$ cat src/hdl/mvsb_pkg.sv
// Package for matvec_scale_bias: word types, opcodes, register indexes,
// sequencer states and fixed field widths.
// No dependencies.
`default_nettype none

package mvsb_pkg;

  localparam int DATA_W   = 16;
  localparam int ACC_W    = 48;
  localparam int IDX_W    = 6;
  localparam int VLEN_W   = 7;
  localparam int ROW_W    = 16;
  localparam int COEF_W   = 16;
  localparam int CFG_IDX_W = 2;
  localparam int CFG_W    = 16;

  localparam logic OP_LOAD   = 1'b0;
  localparam logic OP_MATRIX = 1'b1;

  localparam logic [CFG_IDX_W-1:0] CFG_VECTOR_LENGTH = 2'd0;
  localparam logic [CFG_IDX_W-1:0] CFG_ROW_COUNT     = 2'd1;
  localparam logic [CFG_IDX_W-1:0] CFG_GAIN          = 2'd2;
  localparam logic [CFG_IDX_W-1:0] CFG_OFFSET        = 2'd3;

  typedef struct packed {
    logic                     opcode;
    logic signed [DATA_W-1:0] element_value;
    logic [IDX_W-1:0]         vector_index;
  } in_word_t;

  typedef struct packed {
    logic signed [DATA_W-1:0] out_value;
    logic [ROW_W-1:0]         row_index;
    logic                     last_row;
  } out_word_t;

  typedef enum logic [2:0] {
    ST_IDLE,
    ST_MUL,
    ST_ACC,
    ST_SCL_LO,
    ST_SCL_HI,
    ST_SAT
  } state_t;

endpackage

`default_nettype wire

$ cat src/hdl/mvsb_ram.sv
// Generic single-write, single-read RAM with registered read data.
// Standalone; no package dependency.
`default_nettype none

module mvsb_ram #(
  parameter int WIDTH = 16,
  parameter int DEPTH = 64
) (
  input  wire logic                     clk,
  input  wire logic                     we,
  input  wire logic [$clog2(DEPTH)-1:0] waddr,
  input  wire logic [WIDTH-1:0]         wdata,
  input  wire logic                     re,
  input  wire logic [$clog2(DEPTH)-1:0] raddr,
  output logic      [WIDTH-1:0]         rdata
);

  logic [WIDTH-1:0] mem [DEPTH];

  always_ff @(posedge clk) begin
    if (we) begin
      mem[waddr] <= wdata;
    end
    if (re) begin
      rdata <= mem[raddr];
    end
  end

endmodule

`default_nettype wire

$ cat src/hdl/matvec_scale_bias_top.sv
// Matrix-vector multiply with gain and offset, one word per handshake.
// Depends on mvsb_pkg and mvsb_ram.
//
// Usage:
//   Input words (in_valid/in_ready, in_data) either load one vector element
//   (opcode load, at vector_index) or carry one matrix element, row-major.
//   Each matrix element is multiplied by the stored vector element at the
//   running column and summed into a 48-bit accumulator. When a row is
//   complete the sum is scaled by gain, floored to Q8.8, offset is added and
//   the result is saturated; it leaves on out_valid/out_ready with its row
//   index and a last-row flag.
//   A matrix element passes through vector RAM read, multiply and accumulate;
//   a row-ending element goes on through scale-low and scale-high steps,
//   which build acc * gain from two partial products, then a saturate step.
//   The result shows on out_valid in the cycle after the saturate step.
//   The output register holds a finished result while the block takes
//   further words; only a second result waits in the saturate step until the
//   receiver takes the first. Reset (synchronous, rst_n low) clears counters,
//   accumulator and handshakes and sets the registers to length 1, rows 1,
//   gain 1.0, offset 0. The vector RAM is not cleared; read only entries
//   already loaded. The user writes configuration (cfg_we, cfg_index,
//   cfg_wdata) only while idle; the block itself does not enforce this.
`default_nettype none

module matvec_scale_bias_top #(
  parameter int MAX_VECTOR = 64
) (
  input  wire logic                               clk,
  input  wire logic                               rst_n,
  input  wire logic                               in_valid,
  output logic                                    in_ready,
  input  wire mvsb_pkg::in_word_t                 in_data,
  output logic                                    out_valid,
  input  wire logic                               out_ready,
  output mvsb_pkg::out_word_t                     out_word,
  input  wire logic                               cfg_we,
  input  wire logic [mvsb_pkg::CFG_IDX_W-1:0]     cfg_index,
  input  wire logic [mvsb_pkg::CFG_W-1:0]         cfg_wdata
);

  localparam int AW = $clog2(MAX_VECTOR);
  localparam int CW = AW + 1;

  // configuration
  logic [mvsb_pkg::VLEN_W-1:0]        vlen_r;
  logic [mvsb_pkg::ROW_W-1:0]         rows_r;
  logic signed [mvsb_pkg::COEF_W-1:0] gain_r;
  logic signed [mvsb_pkg::COEF_W-1:0] offset_r;

  // control
  mvsb_pkg::state_t                   state_r, state_nxt;
  logic [AW-1:0]                      col_r, col_nxt;
  logic [mvsb_pkg::ROW_W-1:0]         row_r, row_nxt;
  logic signed [mvsb_pkg::ACC_W-1:0]  acc_r, acc_nxt;
  logic                               out_valid_r, out_valid_nxt;

  // datapath
  logic signed [mvsb_pkg::DATA_W-1:0] elem_r, elem_nxt;
  logic signed [2*mvsb_pkg::DATA_W-1:0] prod_r, prod_nxt;
  logic signed [mvsb_pkg::ACC_W-1:0]  snap_r, snap_nxt;
  logic [mvsb_pkg::ROW_W-1:0]         snap_row_r, snap_row_nxt;
  logic                               snap_last_r, snap_last_nxt;
  logic signed [63:0]                 tp_r, tp_nxt;
  mvsb_pkg::out_word_t                out_word_r, out_word_nxt;

  // RAM
  logic                               ram_we;
  logic [AW-1:0]                      ram_waddr;
  logic [AW-1:0]                      ram_raddr;
  logic                               ram_re;
  logic [mvsb_pkg::DATA_W-1:0]        ram_rdata;

  logic                               in_fire;
  logic [31:0]                        idx32;
  logic [31:0]                        len32;
  logic [CW-1:0]                      len_eff;
  logic [CW-1:0]                      col_inc;
  logic                               row_end;
  logic [mvsb_pkg::ROW_W:0]           rows_eff;
  logic [mvsb_pkg::ROW_W:0]           row_inc;
  logic                               row_last;
  logic signed [mvsb_pkg::ACC_W-1:0]  acc_sum;
  logic signed [40:0]                 lo_prod;
  logic signed [39:0]                 hi_prod;
  logic signed [48:0]                 biased;
  logic signed [mvsb_pkg::DATA_W-1:0] sat_val;

  assign in_ready  = (state_r == mvsb_pkg::ST_IDLE);
  assign in_fire   = in_valid && in_ready;
  assign out_valid = out_valid_r;
  assign out_word  = out_word_r;

  // vector load path
  assign idx32     = 32'(in_data.vector_index);
  assign ram_we    = in_fire && (in_data.opcode == mvsb_pkg::OP_LOAD) &&
                     (idx32 < 32'(MAX_VECTOR));
  assign ram_waddr = idx32[AW-1:0];
  assign ram_re    = in_fire && (in_data.opcode == mvsb_pkg::OP_MATRIX);
  assign ram_raddr = col_r;

  mvsb_ram #(
    .WIDTH (mvsb_pkg::DATA_W),
    .DEPTH (MAX_VECTOR)
  ) u_vec_ram (
    .clk   (clk),
    .we    (ram_we),
    .waddr (ram_waddr),
    .wdata (in_data.element_value),
    .re    (ram_re),
    .raddr (ram_raddr),
    .rdata (ram_rdata)
  );

  // clamp the row length to 1..MAX_VECTOR
  always_comb begin
    if (vlen_r == '0) begin
      len32 = 32'd1;
    end else if (32'(vlen_r) > 32'(MAX_VECTOR)) begin
      len32 = 32'(MAX_VECTOR);
    end else begin
      len32 = 32'(vlen_r);
    end
  end
  assign len_eff = len32[CW-1:0];
  assign col_inc = {1'b0, col_r} + CW'(1);
  assign row_end = (col_inc >= len_eff);

  assign rows_eff = (rows_r == '0) ? 17'd1 : {1'b0, rows_r};
  assign row_inc  = {1'b0, row_r} + 17'd1;
  assign row_last = (row_inc >= rows_eff);

  assign acc_sum = acc_r + {{(mvsb_pkg::ACC_W - 2*mvsb_pkg::DATA_W){prod_r[31]}}, prod_r};

  // acc * gain as two partial products: unsigned low 24 bits, signed high 24
  assign lo_prod = $signed({1'b0, snap_r[23:0]}) * gain_r;
  assign hi_prod = $signed(snap_r[47:24]) * gain_r;

  // floor shift by 16 is the upper bits; then add offset and saturate
  assign biased = $signed({tp_r[63], tp_r[63:16]}) +
                  $signed({{33{offset_r[15]}}, offset_r});
  always_comb begin
    if (biased > 49'sd32767) begin
      sat_val = 16'sh7fff;
    end else if (biased < -49'sd32768) begin
      sat_val = 16'sh8000;
    end else begin
      sat_val = biased[15:0];
    end
  end

  always_comb begin
    state_nxt     = state_r;
    col_nxt       = col_r;
    row_nxt       = row_r;
    acc_nxt       = acc_r;
    elem_nxt      = elem_r;
    prod_nxt      = prod_r;
    snap_nxt      = snap_r;
    snap_row_nxt  = snap_row_r;
    snap_last_nxt = snap_last_r;
    tp_nxt        = tp_r;
    out_word_nxt  = out_word_r;
    out_valid_nxt = out_valid_r && !out_ready;

    case (state_r)
      mvsb_pkg::ST_IDLE: begin
        if (in_fire && (in_data.opcode == mvsb_pkg::OP_MATRIX)) begin
          elem_nxt  = in_data.element_value;
          state_nxt = mvsb_pkg::ST_MUL;
        end
      end
      mvsb_pkg::ST_MUL: begin
        prod_nxt  = elem_r * $signed(ram_rdata);
        state_nxt = mvsb_pkg::ST_ACC;
      end
      mvsb_pkg::ST_ACC: begin
        if (row_end) begin
          snap_nxt      = acc_sum;
          snap_row_nxt  = row_r;
          snap_last_nxt = row_last;
          acc_nxt       = '0;
          col_nxt       = '0;
          row_nxt       = row_last ? '0 : row_inc[mvsb_pkg::ROW_W-1:0];
          state_nxt     = mvsb_pkg::ST_SCL_LO;
        end else begin
          acc_nxt   = acc_sum;
          col_nxt   = col_inc[AW-1:0];
          state_nxt = mvsb_pkg::ST_IDLE;
        end
      end
      mvsb_pkg::ST_SCL_LO: begin
        tp_nxt    = {{23{lo_prod[40]}}, lo_prod};
        state_nxt = mvsb_pkg::ST_SCL_HI;
      end
      mvsb_pkg::ST_SCL_HI: begin
        tp_nxt    = tp_r + {hi_prod, 24'd0};
        state_nxt = mvsb_pkg::ST_SAT;
      end
      mvsb_pkg::ST_SAT: begin
        // hold until the output register is free
        if (!out_valid_r || out_ready) begin
          out_word_nxt.out_value = sat_val;
          out_word_nxt.row_index = snap_row_r;
          out_word_nxt.last_row  = snap_last_r;
          out_valid_nxt          = 1'b1;
          state_nxt              = mvsb_pkg::ST_IDLE;
        end
      end
      default: begin
        state_nxt = mvsb_pkg::ST_IDLE;
      end
    endcase
  end

  always_ff @(posedge clk) begin
    if (!rst_n) begin
      state_r     <= mvsb_pkg::ST_IDLE;
      col_r       <= '0;
      row_r       <= '0;
      acc_r       <= '0;
      out_valid_r <= 1'b0;
      vlen_r      <= 7'd1;
      rows_r      <= 16'd1;
      gain_r      <= 16'sd256;
      offset_r    <= 16'sd0;
    end else begin
      state_r     <= state_nxt;
      col_r       <= col_nxt;
      row_r       <= row_nxt;
      acc_r       <= acc_nxt;
      out_valid_r <= out_valid_nxt;
      if (cfg_we) begin
        case (cfg_index)
          mvsb_pkg::CFG_VECTOR_LENGTH: vlen_r   <= cfg_wdata[mvsb_pkg::VLEN_W-1:0];
          mvsb_pkg::CFG_ROW_COUNT:     rows_r   <= cfg_wdata;
          mvsb_pkg::CFG_GAIN:          gain_r   <= $signed(cfg_wdata);
          mvsb_pkg::CFG_OFFSET:        offset_r <= $signed(cfg_wdata);
          default: begin
          end
        endcase
      end
    end
  end

  always_ff @(posedge clk) begin
    elem_r      <= elem_nxt;
    prod_r      <= prod_nxt;
    snap_r      <= snap_nxt;
    snap_row_r  <= snap_row_nxt;
    snap_last_r <= snap_last_nxt;
    tp_r        <= tp_nxt;
    out_word_r  <= out_word_nxt;
  end

endmodule

`default_nettype wire
$ cat config.mk
export PLATFORM = sky130hd
export DESIGN_NAME = matvec_scale_bias_top
export DESIGN_NICKNAME = d
export VERILOG_FILES = /design/src/hdl/mvsb_pkg.sv /design/src/hdl/mvsb_ram.sv /design/src/hdl/matvec_scale_bias_top.sv
export SDC_FILE = /design/constraint.sdc
export NUM_CORES = 2
export LEC_CHECK = 0
export BUFFER_PORTS_ARGS = -buffer_cell sky130_fd_sc_hd__buf_2
export CAP_MARGIN = 10
export CORE_MARGIN = 8
export CORE_UTILIZATION = 31
export DETAILED_ROUTE_END_ITERATION = 8
export GPL_TIMING_DRIVEN = 0
export MAX_ROUTING_LAYER = met4
export SKIP_LAST_GASP = 1
export SLEW_MARGIN = 40
export SYNTH_ARGS = -nofsm -noshare
export SYNTH_HDL_FRONTEND = slang
export SYNTH_SLANG_ARGS = --single-unit
$ cat constraint.sdc
create_clock -name clk -period 21.1 [get_ports clk]
set_input_delay 5.275 -clock clk [delete_from_list [all_inputs] [get_ports clk]]
set_output_delay 5.275 -clock clk [all_outputs]
set_load 0.03 [all_outputs]
==> impl_metrics.yaml <==
outcome:
  status: "finished clean"
cts:
  clockBufferDepth: 4
  cts_tree: "yes"
  worstSkewPairLatency_ns: 0.86
  cts_setup_buffers: 0
  clk_transition_reported_paths_ns: 0.06
  cts_root_buf: "sky130_fd_sc_hd__clkbuf_16"
  postCtsResizedCells: 0
  cts.htree.levels: 4
  cts_buffers: 150
  cts.sink_count: 1363
  cts.hold.buffers_added: 0
critical_path:
  cp_data_arrival_time_ns: 10.75
  worst_path_max_delay_cell: "sky130_fd_sc_hd__clkbuf_1"
  timing.critical_path.fanout_max: 10
  worst_r2r_endpoint: "tp_r[62]$_DFFE_PP_"
  rrSetupSlack_ns: 10.88
  worst_r2r_path_depth: 38
  crit_type: "reg -> reg"
  critPathMaxStageDelay_ns: 0.68
  start_kind: "flop"
  worst_path_most_repeated_cell: "sky130_fd_sc_hd__fa_1"
  regToRegStartpoint: "gain_r[6]$_SDFFE_PN0P_"
  required_ns: 21.63
  worst_setup_path_end_kind: "flop"
floorplan:
  design.portCount: 81
  die_height_um: 567.4
  coreArea_um2: 302800
  die_area_um2: 322000
  floorplan.initialDensity_pct: 31.13
  rows: 202
  die-width_um: 567.4
synthesis:
  synth_enable_flop_cells: 1234
  synthDistinctLibCells: 85
  top_post_synthesis_cells_by_area: "sky130_fd_sc_hd__edfxtp_1 39%, sky130_fd_sc_hd__fa_1 20%, sky130_fd_sc_hd__mux4_2 8.0%, sky130_fd_sc_hd__ha_1 6.3%, sky130_fd_sc_hd__inv_1 4.5%"
  netlist.area_leader.share_pct: 39.31
  synth.cell_area_um2: 94260
  postSynthNetCount: 9017
  netlist_instances: 7552
  yosys_most_used_dff: "sky130_fd_sc_hd__edfxtp_1"
  synth.avg_cell_area_um2: 12.48
  yosys_warnings: 0
  yosys.area.top_type: "sky130_fd_sc_hd__edfxtp_1"
  ys_ff_latch: 1363
  synth_seq_area_share_pct: 42.05
  synthArstFlopShare_pct: 0
power:
  total_leakage_power_nw: 40.10
  cellPowerDensity_nw_per_um2: 131.6
  irDropWorstVdd_v: 0.0007039
grt:
  maximum_number_of_pins_on_one_net_before_global_route_repair: 66
  grt_first_pass_wirelength_um: 399400
  antenna_found_initial: 12
  groute.usage.overall_pct: 16.67
  globalRoute.totalOverflow: 0
  grt_pass1_vias: 62670
routing:
  drt-vias-per-instance: 5.021
  drtIter0Drc: 4977
  detailroute.via_count: 59709
  drtPass1Iterations: 6
  wirelength_um: 266400
  ant_nets: 0
  post_drt_wl_per_cell_um: 22.40
  route.detailed.drc: 0
layout:
  synthToLayoutAreaGrowth_pct: 11.65
  drive_above_1_share_pct: 10.44
  finalNetCount: 9270
place:
  gp_congestion: 0.9449
  dp.final_hpwl_um: 202600
  pre_cts_slack_ns: 11.09
  port_buffers: 76
flow_run:
  max_cap_viol_count: 0
sta:
  final_max_slew_violation_count: 0
  finClkSkew_ns: 0.1176
  hold_viol: 0
  final.min_clock_period_ns: 10.22
  worst_slew_pin_slew_ns: 0.9268
  final.setup.worst_slack_ns: 10.88
  worst_slew_margin_rel_pct: 38.21
  timing.final.crit_share_pct: 48.45
  grt_setup_unrepaired: "no"
  clock.fmax_ghz: 0.09781
  setup-tns-final_ns: 0
  setup_viol_count_final: 0
worst_hold_path:
  min_path_cells: 0
  hold-path-endpoint: "out_word[5]$_DFFE_PP_"
  hold_wc_path_type: "reg -> reg"
  hp-start: "snap_row_r[4]$_DFFE_PP_"
## logic make-up after synthesis
logic type	count (synthesis)	share of synthesized area [%]
multiplexers	344	8.115
flip-flops	1363	42.05
XOR/XNOR	226	2.100
buffers and inverters	1438	5.746
adder cells (fa/ha/maj)	1419	26.35
AO/OA/AOI/OAI	805	5.760
AND/OR/NAND/NOR	1957	9.872
## cells in the mapped netlist (all sizes together) (81+ instances only)
cell type and count:
a21boi 87, a21o 104, a21oi 205, and2 385, clkbuf 276, dfxtp 129
edfxtp 1234, fa 944, ha 475, inv 1118, mux4 336, nand2 879
nand3 102, nor2 257, o21ai 127, xnor2 145, xor2 81
## final cells by class
class | count | area, um^2
tap | 3978 | 4977
fill | 29444 | 197500
antenna | 5 | 12.51
sequential | 1363 | 39640
clock inverter | 71 | 593.1
buffer | 318 | 1295
clock buffer | 185 | 3979
multi-input combinational | 4751 | 49770
inverter | 1120 | 4204
timing repair buffer | 101 | 768.2
## metal layers
layer,wire length [um],global-route usage (%)
met5,0,-
met4,9283,5.219
met3,18700,2.812
met2,125600,26.81
met1,112800,21.62
## worst max-delay path, delay by kind of cell, from the launching register on
kind	cells	cell delay [ns]
fa+ha+maj	8	3.53
compound gates	17	3.36
buf+inv	7	1.58
simple gates	4	0.83
flops	1	0.36
xor+xnor	2	0.29
## worst max-delay path by stage
| stage | startpoint | to | slack (ns) |
|---|---|---|---|
| global placement | gain_r[2]$_SDFFE_PN0P_ | tp_r[62]$_DFFE_PP_ | 11.23 |
| global route | gain_r[6]$_SDFFE_PN0P_ | tp_r[62]$_DFFE_PP_ | 10.48 |
| floorplan | gain_r[1]$_SDFFE_PN0P_ | tp_r[62]$_DFFE_PP_ | 12.79 |
| CTS | gain_r[6]$_SDFFE_PN0P_ | tp_r[62]$_DFFE_PP_ | 11.12 |
| finish | gain_r[6]$_SDFFE_PN0P_ | tp_r[62]$_DFFE_PP_ | 10.88 |
| detailed placement | gain_r[6]$_SDFFE_PN0P_ | tp_r[62]$_DFFE_PP_ | 11.09 |
## registers in the layout, summed over array words and instances (netlist names), 32 cells and up
signal,count
u_vec_ram.mem,1024
prod_r,32
snap_r,48
acc_r,48
out_word,33
tp_r,48
## layout by cell type, fill, tap and decap left out, drive strengths merged, types with 127 or more instances in the layout
cell    netlist  layout
ha          475     475
buf          42     141
nand2       879     879
and2        385     385
a21oi       205     205
fa          944     944
inv        1118    1124
o21ai       127     127
nor2        257     257
clkbuf      276     463
xnor2       145     145
mux4        336     336
edfxtp     1234    1234
dfxtp       129     129
## through the flow
| step | hold slack [ns] | instance area [um^2] | utilization, % | instances | total power, mW |
|---|---|---|---|---|---|
| floorplan | 0.4003 | 94260 | - | 7552 | 8.556 |
| global placement | 0.4049 | 99620 | 32.90 | 11606 | 11.10 |
| detailed placement | 0.4045 | 100600 | 33.21 | 11626 | 11.43 |
| CTS | 0.4101 | 105100 | 34.72 | 11882 | 13.97 |
| global route | 0.4121 | 105200 | 34.76 | 11891 | 14.82 |
| finish | 0.4073 | 105200 | 34.76 | 11892 | 13.85 |
## where the power goes
group          switching (mW)  leakage (nW)  internal (mW)
Clock                    1.07          2.21           1.44
Sequential              0.108          12.2           3.34
Combinational            5.00          25.7           2.89
Total                    6.18          40.1           7.67
Power figures use the tool's default switching activity.
